`src/design/assert_macros.svh`:
```
// ----------------------------------------------------------------------------
// assertion helpers for the back engine of the job group dispatch queue
// ----------------------------------------------------------------------------
`ifndef ASSERT_MACROS_SVH
`define ASSERT_MACROS_SVH

// clocked property, ignored while reset is high
`define JGDQ_ASSERT(name, clk, rst, prop, msg) \
   name: assert property (@(posedge clk) disable iff (rst) (prop)) else $error(msg);

// same-cycle implication built on the one above
`define JGDQ_ASSERT_IMPLIES(name, clk, rst, ante, cons, msg) \
   `JGDQ_ASSERT(name, clk, rst, (ante) |-> (cons), msg)

`endif

```
`src/design/jgdq_pkg.sv`:
```
// ----------------------------------------------------------------------------
// jgdq_pkg
// types and constants shared by the job group dispatch queue modules
// ----------------------------------------------------------------------------
`default_nettype none

package jgdq_pkg;

   localparam int COUNT_W = 16;
   localparam int SIZE_W  = 7;
   localparam int IDX_W   = 6;
   localparam int GID_W   = 16;

   typedef enum logic {
      ACT_DISPATCH = 1'b0,
      ACT_POP      = 1'b1
   } action_type;

   typedef enum logic [1:0] {
      KIND_DISPATCH = 2'd0,
      KIND_JOB      = 2'd1,
      KIND_EMPTY    = 2'd2
   } kind_type;

   typedef enum logic [1:0] {
      ST_IDLE,
      ST_DISPATCH,
      ST_POP_READ,
      ST_POP_EMIT
   } back_state_type;

   // classified command handed from front to back
   typedef struct packed {
      action_type          action;
      logic [COUNT_W-1:0]  job_count;
      logic [SIZE_W-1:0]   group_size;
   } cmd_type;

   // one slot of the group ring
   typedef struct packed {
      logic [GID_W-1:0]    gid;
      logic [COUNT_W-1:0]  first;
      logic [IDX_W-1:0]    last_idx;
   } group_entry_type;

   typedef struct packed {
      kind_type            kind;
      logic [COUNT_W-1:0]  job_index;
      logic [GID_W-1:0]    group_number;
      logic [IDX_W-1:0]    index_in_group;
      logic                first_in_group;
      logic                last_in_group;
      logic [GID_W-1:0]    groups_queued;
      logic                queue_full;
      logic                busy_res;
      logic                last;
   } rsp_type;

endpackage

`default_nettype wire

```
`src/design/jgdq_front.sv`:
```
// ----------------------------------------------------------------------------
// jgdq_front
// accepts request transactions, clamps the group size and folds ignored
// dispatches into an empty batch before queueing the command
// ----------------------------------------------------------------------------
`default_nettype none

module jgdq_front #(
   parameter int MAX_GROUP_SIZE = 64
) (
   input  wire logic                               req_valid,
   output logic                                    req_stall,
   input  wire logic                               req_action,
   input  wire logic [jgdq_pkg::COUNT_W-1:0]       req_job_count,
   input  wire logic [jgdq_pkg::SIZE_W-1:0]        req_group_size,
   input  wire logic                               fifo_full,
   output logic                                    fifo_push,
   output jgdq_pkg::cmd_type                       fifo_cmd
);

   localparam logic [jgdq_pkg::SIZE_W-1:0] SIZE_MAX = jgdq_pkg::SIZE_W'(MAX_GROUP_SIZE);

   logic [jgdq_pkg::SIZE_W-1:0] size_sat;
   logic                        ignore_req;

   assign req_stall = fifo_full;
   assign fifo_push = req_valid && !fifo_full;

   assign size_sat   = (req_group_size > SIZE_MAX) ? SIZE_MAX : req_group_size;
   assign ignore_req = (req_job_count == '0) || (req_group_size == '0);

   always_comb begin
      fifo_cmd = '0;
      if (req_action == jgdq_pkg::ACT_POP) begin
         fifo_cmd.action = jgdq_pkg::ACT_POP;
      end else begin
         fifo_cmd.action = jgdq_pkg::ACT_DISPATCH;
         // an ignored dispatch becomes a batch of zero jobs: no group is pushed
         fifo_cmd.job_count  = ignore_req ? '0 : req_job_count;
         fifo_cmd.group_size = ignore_req ? jgdq_pkg::SIZE_W'(1) : size_sat;
      end
   end

endmodule

`default_nettype wire

```
`config.mk`:
```
export PLATFORM = sky130hd
export DESIGN_NAME = jgdq_front
export DESIGN_NICKNAME = d
export VERILOG_FILES = /design/src/design/assert_macros.svh /design/src/design/jgdq_pkg.sv /design/src/design/jgdq_front.sv
export SDC_FILE = /design/constraint.sdc
export NUM_CORES = 1
export LEC_CHECK = 0
export BUFFER_PORTS_ARGS = -buffer_cell sky130_fd_sc_hd__buf_2
export CAP_MARGIN = 10
export CORE_AREA = 2 2 39 41
export DETAILED_ROUTE_END_ITERATION = 8
export DIE_AREA = 0 0 41 43
export PLACE_DENSITY = 0.68
export SETUP_SLACK_MARGIN = 0.02
export SKIP_LAST_GASP = 1
export SLEW_MARGIN = 25
export SYNTH_ARGS = -nofsm -noshare
export SYNTH_HDL_FRONTEND = slang
export SYNTH_SLANG_ARGS = --single-unit
```
`constraint.sdc`:
```
create_clock -name vclk -period 1.5
set_input_delay 0.075 -clock vclk [all_inputs]
set_output_delay 0.075 -clock vclk [all_outputs]
set_load 0.05 [all_outputs]
```
Word level (Yosys, flattened, before mapping)
Cells that the tools add are included.

Flip-flop bits (word level): 0.

Magnitude comparators: 1. Reductions and logical operators: 5. Multiplexer cells: 5.

Operator list (count): $mux W23 (1); $logic_not A16 Y1 (1); $mux W16 (1); $mux W7 (2); $gt A7 B7 Y1 const B (1); $logic_not A7 Y1 (1); $logic_and A1 B1 Y1 (1); $logic_not A1 Y1 (1); $logic_or A1 B1 Y1 (1); $mux W1 (1).

Depth between registers and ports, before layout
Gate-level depths: netlist (run 1).

Word-level depth: 4. Gate-level depth with buffers: 4.

Worst setup path before layout (run 1)
No wires, ideal clock.

Path kind: in2out. From: input port req_job_count[15] (netlist name). To: output port fifo_cmd[10] (netlist name). Stages on the path: 4. Setup slack: -277 ps. Data arrival time: 1702 ps. Cell sequence: nor4_1 > a41o_1 > buf_2 > nor3b_1.

RTL lines: start: declaration (line jgdq_front.sv:14) `input wire logic [jgdq_pkg::COUNT_W-1:0] req_job_count,`; end: declaration (line jgdq_front.sv:18) `output jgdq_pkg::cmd_type fifo_cmd`.

==> results of run 1 <==
-- Yosys cell counts --
cell / count / area, sq um
or4_4: 1 / 11.3
buf_2: 2 / 10.0
nor2b_1: 1 / 6.26
or3_2: 1 / 7.51
a21oi_1: 1 / 5.00
buf_6: 1 / 11.3
a41o_1: 1 / 10.0
a2bb2oi_1: 1 / 8.76
nor2_1: 1 / 3.75
nand4_1: 1 / 6.26
inv_1: 1 / 3.75
nor3b_1: 21 / 158
nor2_4: 1 / 11.3
buf_4: 2 / 15.0
nor4_1: 4 / 25.0
-- worst paths after layout --
check             depth (start not counted)              start     endpoint
setup / recovery                          5  req_group_size[6]  fifo_cmd[0]
hold / removal                            2          fifo_full    req_stall
-- stage by stage --
step	power [mW]	hold slack (ns)	worst slack, ns	area (sq um)	setup TNS [ns]
after detailed placement	0.255	0.454	0.0175	576	0
after floorplan	0.175	0.238	-0.277	297	-5.51
after global routing	0.270	0.461	0.0223	602	0
final	0.256	0.453	0.120	602	0
after CTS	0.255	0.454	0.0406	576	0
after global placement	0.253	0.450	0.0508	576	0
-- cell usage in the layout, fill, tap and decap left out --
cell       instances
buf_4              2
nor2b_1            1
a2bb2oi_1          1
buf_2             52
a21oi_2            1
nor2_4             1
nor4_2             1
nor3b_1           21
nor2_1             1
or4_4              1
a41o_1             1
or3_2              1
nand4_1            1
buf_12             2
nor4_1             3
inv_1              1
-- cell families after synthesis --
group	share of synthesized area
AO/OA/AOI/OAI	0.0812
AND/OR/NAND/NOR	0.782
buffers and inverters	0.137
-- worst max-delay path: cells and delay by family --
| kind | cells | cell delay, ns |
|---|---|---|
| AND/OR/NAND/NOR | 1 | 0.53 |
| AO/OA/AOI/OAI | 2 | 0.30 |
| buffers and inverters | 2 | 0.39 |
-- final cells by class --
class,count,area [sq um]
Fill cell,142,782
Timing Repair Buffer,56,315
Multi-Input combinational cell,34,263
Tap cell,16,20.0
Inverter,1,3.75
-- where the power goes --
part           total (mW)  switching (mW)  internal [mW]
combinational       0.256           0.176         0.0794
clock                   0               0              0
sequential              0               0              0
total               0.256           0.176         0.0794
-- routing by layer --
layer | global-route usage | wire length, um | vias to the layer above
li1 | - | - | 258
met1 | 0.130 | 397 | 223
met2 | 0.222 | 571 | 23
met3 | 0 | 110 | 0
met4 | 0 | 0 | 0
met5 | 0 | 0 | -
-- repair_timing --
item,4_1_cts,5_1_grt
setup buffers,0,1
pin swaps,1,1
gates resized for setup,0,1
cloned,0,0
setup endpoints to repair,1,22
==> results.py, run 1 <==
metrics = {
    "final_layout": {
        "areaGrowthSynthToFinish_pct": 106,
        "fin_cells": 107,
        "design.seq.count": 0,
        "drive_above_1_share": 0.670,
        "nets": 119,
        "register_area_sq_um": 0,
        "n_antenna_cell": 0,
        "final_core_util": 0.435,
        "clkbuf_count": 0,
    },
    "logic_synthesis": {
        "syn_nets": 66,
        "yosysUniqueCellTypes": 15,
        "ys_seq_area_frac": 0,
        "syn_avg_cell_area_sq_um": 7.32,
        "synth_cells": 40,
        "syn_area_sq_um": 293,
        "yosysWarnings": 0,
    },
    "floorplanning": {
        "initial_core_util": 0.212,
        "die_w_um": 41,
        "core-area_sq_um": 1380,
        "die_area_sq_um": 1760,
        "die_h_um": 43,
        "pin_count": 52,
        "rows": 14,
    },
    "grt": {
        "track_usage": 0.112,
        "grt_pass1_wl_mm": 1.50,
        "antenna_found_initial": 0,
        "grt_overflow_total": 0,
        "grt_pass1_vias": 409,
        "grt_max_degree": 17,
    },
    "power": {
        "powerDensity_nw_per_um2": 425,
        "leakage_nw": 0.314,
        "peakVddDrop_uv": 187,
    },
    "sta": {
        "setup_viol": 0,
        "fin_crit_sh": 0.920,
        "clock.fmax_mhz": 725,
        "rsz0062_at_grt": "false",
        "relSlewSlack": 0.740,
        "hold_viol": 0,
        "worst_slew_pin_slew_ns": 0.386,
        "maxSlewViolCount": 0,
        "min_period_ns": 1.38,
    },
    "routing": {
        "drc": 0,
        "vias_per_cell": 4.71,
        "num_vias": 504,
        "ant_nets": 0,
        "dr.pass1.iters": 1,
        "wl_mm": 1.08,
        "drt_iter0_markers": 0,
        "wl_per_cell_um": 10.1,
    },
    "setup_path": {
        "crit_slowest_cell": "or4_4",
        "cp_common_cell": "buf_2",
        "startpoint_type": "input pin",
        "endpoint_kind": "primary output",
        "crit_chain": "buf_2 -> or4_4 -> a2bb2oi_1 -> a21oi_2 -> buf_2",
        "cpPeakStageDelay_ns": 0.53,
        "arrival_ns": 1.31,
        "required_ns": 1.42,
        "cp_max_fo": 7,
        "path_class": "input pin to primary output",
    },
    "placement": {
        "gp_congestion": 0.666,
        "io_buffers": 52,
        "dp_cells": 106,
        "dp_hpwl_um": 957,
    },
    "hold_path": {
        "hp-class": "input pin to primary output",
    },
    "status": {
        "status": "finished clean",
    },
    "flow_run": {
        "maxCapViolations": 0,
    },
    "clock_tree": {
        "postCtsHoldBufs": 0,
    },
}
No activity file was read; power rests on OpenSTA's default activity.
==> run 2: changes to the inputs <==
==> constraint.sdc (replaced) <==
create_clock -name vclk -period 1.29
set_input_delay 0.0645 -clock vclk [all_inputs]
set_output_delay 0.0645 -clock vclk [all_outputs]
set_load 0.05 [all_outputs]
==> run 2 against run 1 <==
Net effect: the run now ends with setup timing left; core utilization up 32 points; worst setup slack worse by 0.17 ns; via count up 9.7%; count of clock-buffer cells in the layout unchanged; cell count up 5.6%.
==> results.py, run 2 (synthesis gave the netlist of run 1 again) <==
metrics = {
    "routing": {
        "ant_nets": 0,
        "vias_per_cell": 4.89,
        "wl_mm": 1.67,
        "drt_iter0_markers": 2,
        "drc": 0,
        "wl_per_cell_um": 14.8,
        "num_vias": 553,
        "dr.pass1.iters": 3,
    },
    "power": {
        "peakVddDrop_uv": 207,
        "leakage_nw": 0.454,
        "p_clk_frac": 0,
        "p_sw_mw": 0.247,
        "pwr-share-comb": 1.000,
        "fin_total_pwr_mw": 0.428,
        "seqPwrFrac": 0,
        "p_sw_frac": 0.577,
        "powerDensity_nw_per_um2": 411,
        "power.internal_mw": 0.181,
    },
    "placement": {
        "placed_area_sq_um": 621,
        "pre_cts_ws_ns": -0.100,
        "io_buffers": 52,
        "dp_hpwl_um": 960,
        "gp_congestion": 0.660,
    },
    "setup_path": {
        "cp_top_family": "buffers and inverters",
        "cpPeakStageDelay_ns": 0.28,
        "crit_slowest_cell": "a41o_1",
        "path_class": "input pin to primary output",
        "startpoint_type": "input pin",
        "arrival_ns": 1.28,
        "endpoint_kind": "primary output",
        "cp_common_cell": "buf_4",
        "cp_max_fo": 7,
        "path_buf_inv": 4,
        "required_ns": 1.23,
        "crit_chain": "buf_2 -> nor4_4 -> buf_4 -> a41o_1 -> buf_6 -> nor3b_1 -> buf_4",
    },
    "grt": {
        "antenna_found_initial": 0,
        "grt_overflow_total": 0,
        "grt_pass1_wl_mm": 1.90,
        "track_usage": 0.145,
        "grt_pass1_vias": 504,
        "grt_max_degree": 17,
    },
    "sta": {
        "relSlewSlack": 0.811,
        "setup_viol": 17,
        "fin_tns_setup_ns": -0.402,
        "fin_crit_sh": 1.04,
        "min_period_ns": 1.34,
        "worst_slew_pin_slew_ns": 0.281,
        "maxSlewViolCount": 0,
        "hold_viol": 0,
        "timing.final.ws_setup_ns": -0.0514,
        "rsz0062_at_grt": "true",
        "clock.fmax_mhz": 745,
    },
    "hold_path": {
        "hp-class": "input pin to primary output",
    },
    "floorplanning": {
        "die_h_um": 43,
        "initial_core_util": 0.212,
        "core-area_sq_um": 1380,
        "die_w_um": 41,
        "rows": 14,
        "die_area_sq_um": 1760,
        "pin_count": 52,
    },
    "final_layout": {
        "clkbuf_count": 0,
        "nets": 125,
        "design.seq.count": 0,
        "final_core_util": 0.753,
        "fillers": 93,
        "fin_area_sq_um": 1040,
        "n_antenna_cell": 0,
        "areaGrowthSynthToFinish_pct": 256,
        "register_area_sq_um": 0,
        "drive_above_1_share": 0.918,
        "final_common_cell": "buf_6",
        "multi_input_area_sq_um": 468,
        "mostFrequentLayoutCells": "30 x buf_6, 23 x buf_2, 10 x nor3b_4",
    },
    "status": {
        "status": "finished with violations",
        "violations": "setup timing",
    },
    "flow_run": {
        "maxCapViolations": 0,
    },
    "clock_tree": {
        "post_cts_buffers": 0,
    },
}
run 2: cell count changes in the layout (fill, tap and decap cells not counted), sizes merged:
cell / previous run / this run
buf: 56 / 61
clkbuf: 0 / 1
run 2: metrics by stage:
stage          hold slack [ns]  cells
6_report                 0.434    113
2_1_floorplan            0.181     40
4_1_cts                  0.436    111
3_3_place_gp             0.431    111
5_1_grt                  0.446    113
3_5_place_dp             0.436    111
run 2: cell type report:
class                      instances  share of cell area
inverter                           1             0.00360
tap                               16              0.0192
multi-input combinational         34               0.449
timing repair buffer              62               0.528
run 2: worst paths after layout:
| path | start | to | slack (ns) | cells after the start |
|---|---|---|---|---|
| max | req_job_count[12] | fifo_cmd[21] | -0.05 | 7 |
| min | req_action | fifo_cmd[0] | 0.43 | 3 |
run 2: power by group through the flow:
stage                     clock, mW  combinational [mW]  sequential (mW)
after detailed placement          0               0.300                0
after floorplan                   0               0.204                0
after global placement            0               0.297                0
after global routing              0               0.447                0
final                             0               0.428                0
after CTS                         0               0.329                0
run 2: routing by layer:
metal	GRT usage	vias to the layer above	share of wire
met2	0.300	29	0.62
met3	0	0	0.048
met5	0	-	0
met1	0.155	252	0.33
li1	-	272	-
met4	0	0	0
run 2: worst min-delay path, stage by stage:
cell	delay (ns)
buf_2	0.12
a21oi_4	0.04
buf_6	0.14
run 2: timing repair:
item	CTS	global route
hold buffers	0	0
hold endpoints to repair	0	0
resized for setup	27	68
setup endpoints to repair	23	23
pin swaps	1	13
gates cloned	0	2
