[src/design/assert_macros.svh]
// ----------------------------------------------------------------------------
// assertion helpers for the back engine of the job group dispatch queue
// ----------------------------------------------------------------------------
`ifndef ASSERT_MACROS_SVH
`define ASSERT_MACROS_SVH

// clocked property, ignored while reset is high
`define JGDQ_ASSERT(name, clk, rst, prop, msg) \
   name: assert property (@(posedge clk) disable iff (rst) (prop)) else $error(msg);

// same-cycle implication built on the one above
`define JGDQ_ASSERT_IMPLIES(name, clk, rst, ante, cons, msg) \
   `JGDQ_ASSERT(name, clk, rst, (ante) |-> (cons), msg)

`endif

[src/design/jgdq_pkg.sv]
// ----------------------------------------------------------------------------
// jgdq_pkg
// types and constants shared by the job group dispatch queue modules
// ----------------------------------------------------------------------------
`default_nettype none

package jgdq_pkg;

   localparam int COUNT_W = 16;
   localparam int SIZE_W  = 7;
   localparam int IDX_W   = 6;
   localparam int GID_W   = 16;

   typedef enum logic {
      ACT_DISPATCH = 1'b0,
      ACT_POP      = 1'b1
   } action_type;

   typedef enum logic [1:0] {
      KIND_DISPATCH = 2'd0,
      KIND_JOB      = 2'd1,
      KIND_EMPTY    = 2'd2
   } kind_type;

   typedef enum logic [1:0] {
      ST_IDLE,
      ST_DISPATCH,
      ST_POP_READ,
      ST_POP_EMIT
   } back_state_type;

   // classified command handed from front to back
   typedef struct packed {
      action_type          action;
      logic [COUNT_W-1:0]  job_count;
      logic [SIZE_W-1:0]   group_size;
   } cmd_type;

   // one slot of the group ring
   typedef struct packed {
      logic [GID_W-1:0]    gid;
      logic [COUNT_W-1:0]  first;
      logic [IDX_W-1:0]    last_idx;
   } group_entry_type;

   typedef struct packed {
      kind_type            kind;
      logic [COUNT_W-1:0]  job_index;
      logic [GID_W-1:0]    group_number;
      logic [IDX_W-1:0]    index_in_group;
      logic                first_in_group;
      logic                last_in_group;
      logic [GID_W-1:0]    groups_queued;
      logic                queue_full;
      logic                busy_res;
      logic                last;
   } rsp_type;

endpackage

`default_nettype wire

[src/design/jgdq_cmd_fifo.sv]
// ----------------------------------------------------------------------------
// jgdq_cmd_fifo
// two-entry command queue that decouples the front from the back engine
// ----------------------------------------------------------------------------
`default_nettype none

module jgdq_cmd_fifo (
   input  wire logic                clock,
   input  wire logic                reset,
   input  wire logic                push,
   input  wire jgdq_pkg::cmd_type   push_cmd,
   output logic                     full,
   input  wire logic                pop,
   output logic                     valid,
   output jgdq_pkg::cmd_type        head_cmd
);

   localparam logic [1:0] DEPTH = 2'd2;

   jgdq_pkg::cmd_type entry_ff [2];
   logic              wr_ptr_ff, wr_ptr_in;
   logic              rd_ptr_ff, rd_ptr_in;
   logic [1:0]        fill_ff, fill_in;
   logic              do_push, do_pop;

   assign full     = (fill_ff == DEPTH);
   assign valid    = (fill_ff != '0);
   assign head_cmd = entry_ff[rd_ptr_ff];
   assign do_push  = push && !full;
   assign do_pop   = pop && valid;

   always_comb begin
      wr_ptr_in = do_push ? !wr_ptr_ff : wr_ptr_ff;
      rd_ptr_in = do_pop ? !rd_ptr_ff : rd_ptr_ff;
      fill_in   = fill_ff;
      if (do_push && !do_pop) begin
         fill_in = fill_ff + 2'd1;
      end else if (do_pop && !do_push) begin
         fill_in = fill_ff - 2'd1;
      end
   end

   always_ff @(posedge clock) begin
      if (reset) begin
         wr_ptr_ff <= 1'b0;
         rd_ptr_ff <= 1'b0;
         fill_ff   <= '0;
      end else begin
         wr_ptr_ff <= wr_ptr_in;
         rd_ptr_ff <= rd_ptr_in;
         fill_ff   <= fill_in;
      end
   end

   always_ff @(posedge clock) begin
      if (do_push) begin
         entry_ff[wr_ptr_ff] <= push_cmd;
      end
   end

endmodule

`default_nettype wire

[config.mk]
export PLATFORM = sky130hd
export DESIGN_NAME = jgdq_cmd_fifo
export DESIGN_NICKNAME = d
export VERILOG_FILES = /design/src/design/assert_macros.svh /design/src/design/jgdq_pkg.sv /design/src/design/jgdq_cmd_fifo.sv
export SDC_FILE = /design/constraint.sdc
export NUM_CORES = 1
export LEC_CHECK = 0
export BUFFER_PORTS_ARGS = -buffer_cell sky130_fd_sc_hd__buf_2
export CAP_MARGIN = 20
export CORE_AREA = 3 3 65 67
export CTS_CLUSTER_DIAMETER = 50
export DETAILED_ROUTE_END_ITERATION = 12
export DIE_AREA = 0 0 68 70
export GPL_TIMING_DRIVEN = 0
export PLACE_DENSITY = 0.75
export SYNTH_ARGS = -nofsm -noshare
export SYNTH_HDL_FRONTEND = slang
export SYNTH_SLANG_ARGS = --single-unit
[constraint.sdc]
create_clock -name clock -period 4.3 [get_ports clock]
set_clock_uncertainty 0.15 [all_clocks]
set_input_delay 0.215 -clock clock [delete_from_list [all_inputs] [get_ports clock]]
set_output_delay 0.215 -clock clock [all_outputs]
set_load 0.01 [all_outputs]
# Word level (Yosys, flattened, before mapping)

Memory sizes are Yosys's and may differ from the RTL's. A register that Yosys moved wholly into a read port is not among the register bits.
Index checks and enable logic that the tools add are counted.

Output and inout port bits: 26
Logic and storage cells: 24
Flip-flop bits (word level): 4
Bits of input ports: 28
Bits in writable memories: 48
Memories kept: 1

Memories:

| memory   | words | width | read ports | clocked after Yosys merged registers in | write ports | line                | text |
|---|---|---|---|---|---|---|---|
| entry_ff | 2     | 24    | 1          | 1                                       | 1           | jgdq_cmd_fifo.sv:20 | `jgdq_pkg::cmd_type entry_ff [2];` |

Reductions and logical operators: 11
Multiplexer cells: 6
Eq/ne operators: 1
Add/sub/neg operators: 2

Operators by type and width:

| operator                                         | number |
|---|---|
| logical NOT 1 bit                                | 5 |
| logical AND 1 bit                                | 4 |
| 2-to-1 mux 1 bit                                 | 4 |
| 2-to-1 mux 2 bit                                 | 2 |
| nonzero test 2 bit                               | 2 |
| adder 2 x 1 -> 2 bit, second input constant      | 1 |
| == test 2 bit, second input constant             | 1 |
| subtractor 2 x 1 -> 2 bit, second input constant | 1 |

# Logic depth before layout (Yosys ltp)

Gate-level depths: netlist (run 1).

Depth in word-level cells: 7
Mapped depth: 6
Depth with buffers taken out: 6

# Worst setup path after synthesis (run 1)

OpenSTA, ideal clock, no wires.

Kind: reg-to-reg
From: register fill_ff[1]
To: memory entry_ff[0][0] (netlist bit) (enable)
Setup slack: 2.468 ns
Library setup time: 0.379 ns
Period minus slack after synthesis: 1.832 ns
Cell stages (with the launch flop): 4
Arrival: 1.304 ns
Path buffers: 0
Required time: 3.771 ns
Path through: dfxtp_1 nor2b_2 or3_1 inv_1

Longest elaborated chain between the ends: 5

Ends and longest elaborated chain:

| item                                   | line                | text |
|---|---|---|
| start, declared                        | jgdq_cmd_fifo.sv:23 | `logic [1:0] fill_ff, fill_in;` |
| start signal, assigned                 | jgdq_cmd_fifo.sv:51 | `fill_ff <= fill_in;` |
| == test 2 bit                          | jgdq_cmd_fifo.sv:26 | `assign full = (fill_ff == DEPTH);` |
| via full                               | jgdq_cmd_fifo.sv:12 | `output logic full,` |
| logical NOT 1 bit                      | jgdq_cmd_fifo.sv:29 | `assign do_push = push && !full;` |
| logical AND 1 bit                      | jgdq_cmd_fifo.sv:29 |  |
| 2-to-1 mux 1 bit                       | jgdq_cmd_fifo.sv:56 | `if (do_push) begin` |
| 2-to-1 mux 1 bit (not written as such) | jgdq_cmd_fifo.sv:57 | `entry_ff[wr_ptr_ff] <= push_cmd;` |
| end, declared                          | jgdq_cmd_fifo.sv:20 |  |

The timed path passes the listed nets, and every way through them passes these cells.

# Final worst setup path (run 1)

From: register fill_ff[0]
To: memory entry_ff[0][22] (netlist bit) (enable)

Longest elaborated chain between the ends: 5

Ends and longest elaborated chain:

| item                                   | line |
|---|---|
| == test 2 bit                          | jgdq_cmd_fifo.sv:26 |
| logical NOT 1 bit                      | jgdq_cmd_fifo.sv:29 |
| logical AND 1 bit                      | jgdq_cmd_fifo.sv:29 |
| 2-to-1 mux 1 bit                       | jgdq_cmd_fifo.sv:56 |
| 2-to-1 mux 1 bit (not written as such) | jgdq_cmd_fifo.sv:57 |

No other way between the ends.

==> results.yml, run 1 <==
power:
  power_density_nw_per_um2: 507
  p_leak_uw: 0.00102
  p_switching_uw: 370
  power_frac_comb_pct: 30.0
  clockPowerShare_pct: 19.3
  p_sw_share_pct: 27.7
  power.internal_uw: 964
  pwr-share-seq_pct: 50.7
  peakVddDrop_mv: 0.329
sta:
  worst_pin_slew_ps: 963
  tns_ps: 0
  hold_viol: 0
  setup_viol_count_final: 0
  fmax_ghz: 0.474
  fin_crit_sh_pct: 49.1
  finalCriticalPeriod_ps: 2110
  rsz0062_at_grt: "false"
  finalMaxSlewViolations: 0
  relSlewSlack_pct: 35.8
logic_synthesis:
  yosys.cell_types.count: 14
  synth_area_um2: 1950
  seq_area_frac_synth_pct: 79.2
  syn_avg_cell_area_um2: 19.5
  syn_nets: 129
  ys_warn_count: 0
  ys_ff_latch: 53
  syn_inst: 100
place:
  port_buffers: 53
  dp_hpwl_um: 2220
  routabilityCongestion: 0.646
  place_area_um2: 2270
min_path:
  whs_endpoint: "wr_ptr_ff"
  hold_depth: 4
  hp-start: "push"
  min_path_type: "in2reg"
floorplan:
  die-width_um: 68
  ios: 54
  dieArea_um2: 4760
  die_h_um: 70
  core_um2: 3690
  row_count: 22
  start_util_pct: 52.8
cells_and_area:
  fill_cells: 263
  syn2layout_area_growth_pct: 35.1
  diodes: 0
  drive_gt1_share_pct: 47.1
  layout_commonest_cell: "buf_2"
  layout_common_cells: "buf_2 (56), edfxtp_1 (48), dlygate4sd3_1 (25)"
  fin_area_um2: 2630
  nNetsFinal: 215
clocking:
  cts_tree: "yes"
  root_buffer: "clkbuf_8"
  clkLatencyLatePin_ps: 300
  htree_levels: 2
  cts_resized: 0
  clkTransAtPathRegs_ps: 80
  cts_buffers: 5
  cts_buffer_depth: 2
  cts_hold_buffers: 25
  cts_setup_buffers: 0
  cts_num_sinks: 53
critical_path:
  r2r_start: "fill_ff[0]"
  end_kind: "flip-flop"
  critical_path_required_ps: 4070
  crit_fanout: 24
  rr_worst_depth: 3
  ff2ff_setup_slack_ps: 2190
  cp_data_arrival_time_ps: 1890
  startpoint_type: "flip-flop"
  crit_type: "reg2reg"
  r2r-end: "entry_ff[0][22]"
drt:
  initialDrtViolationCount: 45
  wire_per_inst_um: 14.8
  ant_nets: 0
  via_count: 1117
  route.detailed.drc: 0
  dr.pass1.iters: 4
  vias_per_cell: 4.75
  drt_wl_total_um: 3480
global_routing:
  grt_max_degree: 25
  grt_use_total_pct: 15.8
  grt_pass1_wl_um: 5400
  grt.overflow.total: 0
  grt_antenna_before_repair: 0
  grt_pass1_vias: 1209
run_status:
  status: "finished clean"
run:
  max-cap-violations: 0
-- worst max path at each step --
stage | startpoint | endpoint | slack (ps) | depth (start not counted)
after floorplan | fill_ff[1] | entry_ff[0][0] | 2470 | 3
after global placement | fill_ff[1] | entry_ff[0][10] | 2260 | 3
after detailed placement | fill_ff[0] | entry_ff[1][10] | 2170 | 3
after CTS | fill_ff[0] | entry_ff[1][10] | 2150 | 3
after global routing | fill_ff[0] | entry_ff[0][7] | 2050 | 3
final | fill_ff[0] | entry_ff[0][22] | 2190 | 3
-- synth_stat cells --
master	count	share of area, %
a21oi_1	2	0.51
edfxtp_1	48	74
xor2_1	3	1.3
ha_1	1	0.64
nor2b_2	1	0.45
or3_1	2	0.64
dfxtp_1	5	5.1
nor2_1	4	0.77
or2_2	1	0.32
o21ai_0	3	0.77
and2_1	1	0.32
mux2_2	24	14
buf_2	3	0.77
inv_1	2	0.39
-- kinds of logic after synthesis --
family          count (synthesis)  share of synthesized area, %
flops                          53                          79.2
mux                            24                          13.9
simple gates                    9                          2.51
compound gates                  5                          1.29
buf+inv                         5                          1.16
xor+xnor                        3                          1.35
fa+ha+maj                       1                         0.643
-- flip-flops by register name (all words and copies together), names as in the netlist, named ones only --
signal	cells
entry_ff	48
fill_ff	2
rd_ptr_ff	1
wr_ptr_ff	1
-- layout make-up --
cell class | count | area, um^2 | area share, %
inverter | 2 | 7.51 | 0.285
clock buffer | 8 | 80.1 | 3.04
sequential | 53 | 1540 | 58.6
buffer | 3 | 15.0 | 0.571
multi-input combinational | 42 | 383 | 14.6
timing repair buffer | 79 | 543 | 20.6
tap | 48 | 60.1 | 2.28
-- worst max-delay path, cell delays in order (launching register included) --
cell and delay [ps]:
dfxtp_1 440, nor2b_2 90, or3_1 340, inv_1 710
-- stage by stage --
stage / hold WS, ps / instances / util (%) / power (uW) / worst slack, ps
2_1_floorplan: 134 / 100 / - / 926 / 2470
3_3_place_gp: 253 / 201 / 61.6 / 1040 / 2260
3_5_place_dp: 256 / 201 / 61.6 / 1070 / 2170
4_1_cts: 136 / 234 / 70.6 / 1340 / 2150
5_1_grt: 218 / 235 / 71.3 / 1410 / 2050
6_report: 145 / 235 / 71.3 / 1330 / 2190
-- power groups by stage --
stage | logic, uW | registers (uW) | clock network (uW)
after detailed placement | 379 | 689 | 0
after CTS | 399 | 677 | 262
after floorplan | 248 | 679 | 0
after global placement | 362 | 682 | 0
after global routing | 436 | 683 | 290
final | 400 | 676 | 257
-- layer usage --
metal  vias up  track usage [%]  share of wire [%]
li1        550                -                  -
met1       535             16.7                 39
met3         4             5.79                5.3
met5         -                0                  0
met4         0             4.64               0.83
met2        28             28.2                 55
No activity file was read; power rests on OpenSTA's default activity.
==> run 2, diff against run 1 <==
--- a/config.mk
+++ b/config.mk
@@ -7,12 +7,12 @@
 export LEC_CHECK = 0
 export BUFFER_PORTS_ARGS = -buffer_cell sky130_fd_sc_hd__buf_2
 export CAP_MARGIN = 20
-export CORE_AREA = 3 3 65 67
+export CORE_AREA = 3 3 70 72
 export CTS_CLUSTER_DIAMETER = 50
 export DETAILED_ROUTE_END_ITERATION = 12
-export DIE_AREA = 0 0 68 70
+export DIE_AREA = 0 0 73 75
 export GPL_TIMING_DRIVEN = 0
-export PLACE_DENSITY = 0.75
+export PLACE_DENSITY = 0.68
 export SYNTH_ARGS = -nofsm -noshare
 export SYNTH_HDL_FRONTEND = slang
 export SYNTH_SLANG_ARGS = --single-unit
==> constraint.sdc (replaced) <==
create_clock -name clock -period 1.8 [get_ports clock]
set_clock_uncertainty 0.15 [all_clocks]
set_input_delay 0.09 -clock clock [delete_from_list [all_inputs] [get_ports clock]]
set_output_delay 0.09 -clock clock [all_outputs]
set_load 0.01 [all_outputs]
==> run 2 against run 1 <==
Sequential power increased by 140%. Highest routed layer unchanged. Largest cell class unchanged. Utilization decreased by 9.8 points. Worst hold slack got worse by 110 ps. First-iteration DRC count increased by 87%. Die area increased by 15%. Sequential cell count unchanged. Largest power group unchanged. Total power increased to 2.5 times the previous value. Worst setup slack got worse by 2100 ps. Critical endpoint is now head_cmd[22]. Routed wire length decreased by 2.6%. Critical path type is now reg2out. Combinational power increased by 150%. Cell count increased by 2.1%.
==> results.yml, run 2 (synthesis results as in run 1) <==
sta:
  finalMaxSlewViolations: 0
  tns_ps: 0
  rsz0062_at_grt: "false"
  timing.final.ws_setup_ps: 83.0
  timing.hold.ws_ps: 30.4
  finalCriticalPeriod_ps: 1720
  fmax_ghz: 0.582
  hold_viol: 0
  fin_crit_sh_pct: 95.4
  worst_pin_slew_ps: 328
  setup_viol_count_final: 0
  relSlewSlack_pct: 78.1
floorplan:
  dieArea_um2: 5480
  ios: 54
  die_h_um: 75
  row_count: 24
  start_util_pct: 44.7
  core_um2: 4350
  die-width_um: 73
drt:
  ant_nets: 0
  initialDrtViolationCount: 84
  route.detailed.drc: 0
  wire_per_inst_um: 14.1
  vias_per_cell: 4.72
  drt_wl_total_um: 3390
  dr.pass1.iters: 2
  via_count: 1132
cells_and_area:
  largestRegisters: "entry_ff (48), fill_ff (2)"
  syn2layout_area_growth_pct: 37.6
  layout_common_cells: "buf_2 (54), edfxtp_1 (48), dlygate4sd3_1 (25)"
  layout_commonest_cell: "buf_2"
  multiInputGateArea_um2: 385
  drive_gt1_share_pct: 50.5
  fill_cells: 327
  fin_util_pct: 61.5
  post_layout_nonfiller_instances: 240
  nNetsFinal: 216
  seqCellArea_um2: 1540
  regMostFlops: "entry_ff"
  diodes: 0
  largest_reg_flops: 48
place:
  dp_cells: 205
  routabilityCongestion: 0.680
  dp_hpwl_um: 2230
  port_buffers: 53
  preCtsSetupSlack_ps: -307
critical_path:
  cp_data_arrival_time_ps: 1480
  crit_fanout: 10
  end_kind: "output pin"
  critPathSlowestCell: "mux2_2"
  startpoint_type: "flip-flop"
  crit_top_cell: "buf_2"
  path_cells: "buf_2, buf_4, mux2_2, buf_2"
  crit_type: "reg2out"
  cp_slowest_stage_delay_ps: 360
  critical_path_required_ps: 1560
global_routing:
  grt_max_degree: 25
  grt_pass1_wl_um: 5260
  grt.overflow.total: 0
  grt_use_total_pct: 13.0
  grt_antenna_before_repair: 0
  grt_pass1_vias: 1220
clocking:
  cts_buffer_depth: 2
  cts_buffers: 5
  clkLatencyLatePin_ps: 300
  cts_num_sinks: 53
  cts_tree: "yes"
  htree_levels: 2
  root_buffer: "clkbuf_8"
  clkTransAtPathRegs_ps: 90
power:
  peakVddDrop_mv: 0.926
  p_leak_uw: 0.00103
  power_density_nw_per_um2: 1260
run_status:
  status: "finished clean"
min_path:
  min_path_type: "in2reg"
run:
  max-cap-violations: 0
[run 2: cell count changes in the layout (fill, tap and decap cells not counted), sizes merged]
cell	previous run	this run
clkinv	0	1
clkinvlp	0	3
inv	2	1
bufinv	0	1
clkbuf	8	5
[run 2: final timing paths]
check	from	slack (ps)	cells past startpoint	endpoint
setup / recovery	flip-flop	80	4	head_cmd[22]
hold / removal	push	30	4	wr_ptr_ff
setup reg to reg	fill_ff[1]	120	3	entry_ff[0][6]
hold reg to reg	wr_ptr_ff	350	2	wr_ptr_ff
[run 2: final cells by class]
type	count	area share, %
Timing Repair inverter	1	0.280
Timing Repair Buffer	79	20.0
Sequential cell	53	57.6
Multi-Input combinational cell	42	14.4
Clock inverter	3	1.54
Buffer	3	0.747
Tap cell	52	2.43
Clock buffer	5	2.57
Inverter	2	0.420
[run 2: where the power goes]
part	internal, uW	switching [uW]	total, uW
Sequential	1550	59.1	1610
Combinational	496	494	990
Clock	409	356	765
Total	2460	909	3370
[run 2: worst max-delay path: cells and delay by family (launching register included)]
| kind | cells | cell delay, ps |
|---|---|---|
| buffers and inverters | 3 | 510 |
| flip-flops | 1 | 310 |
| multiplexers | 1 | 360 |
[run 2: metal layers]
layer | vias up | wire (um) | GRT usage (%)
li1 | 549 | - | -
met1 | 544 | 1280 | 12.7
met2 | 33 | 1870 | 25.0
met3 | 6 | 195 | 4.27
met4 | 0 | 46 | 4.92
met5 | - | 0 | 0
[run 2: through the flow]
step                power [uW]  cell area [um^2]
detailed placement        2550              2280
global route              3550              2680
global placement          2510              2280
CTS                       3380              2660
finish                    3370              2680
floorplan                 2220              1950
[run 2: timing repair]
item,in CTS,in global routing
cloned,1,0
resized for setup,4,4
hold buffers,25,0
endpoints found under the hold margin,53,0
endpoints found under the setup margin,57,49
setup buffers,0,1
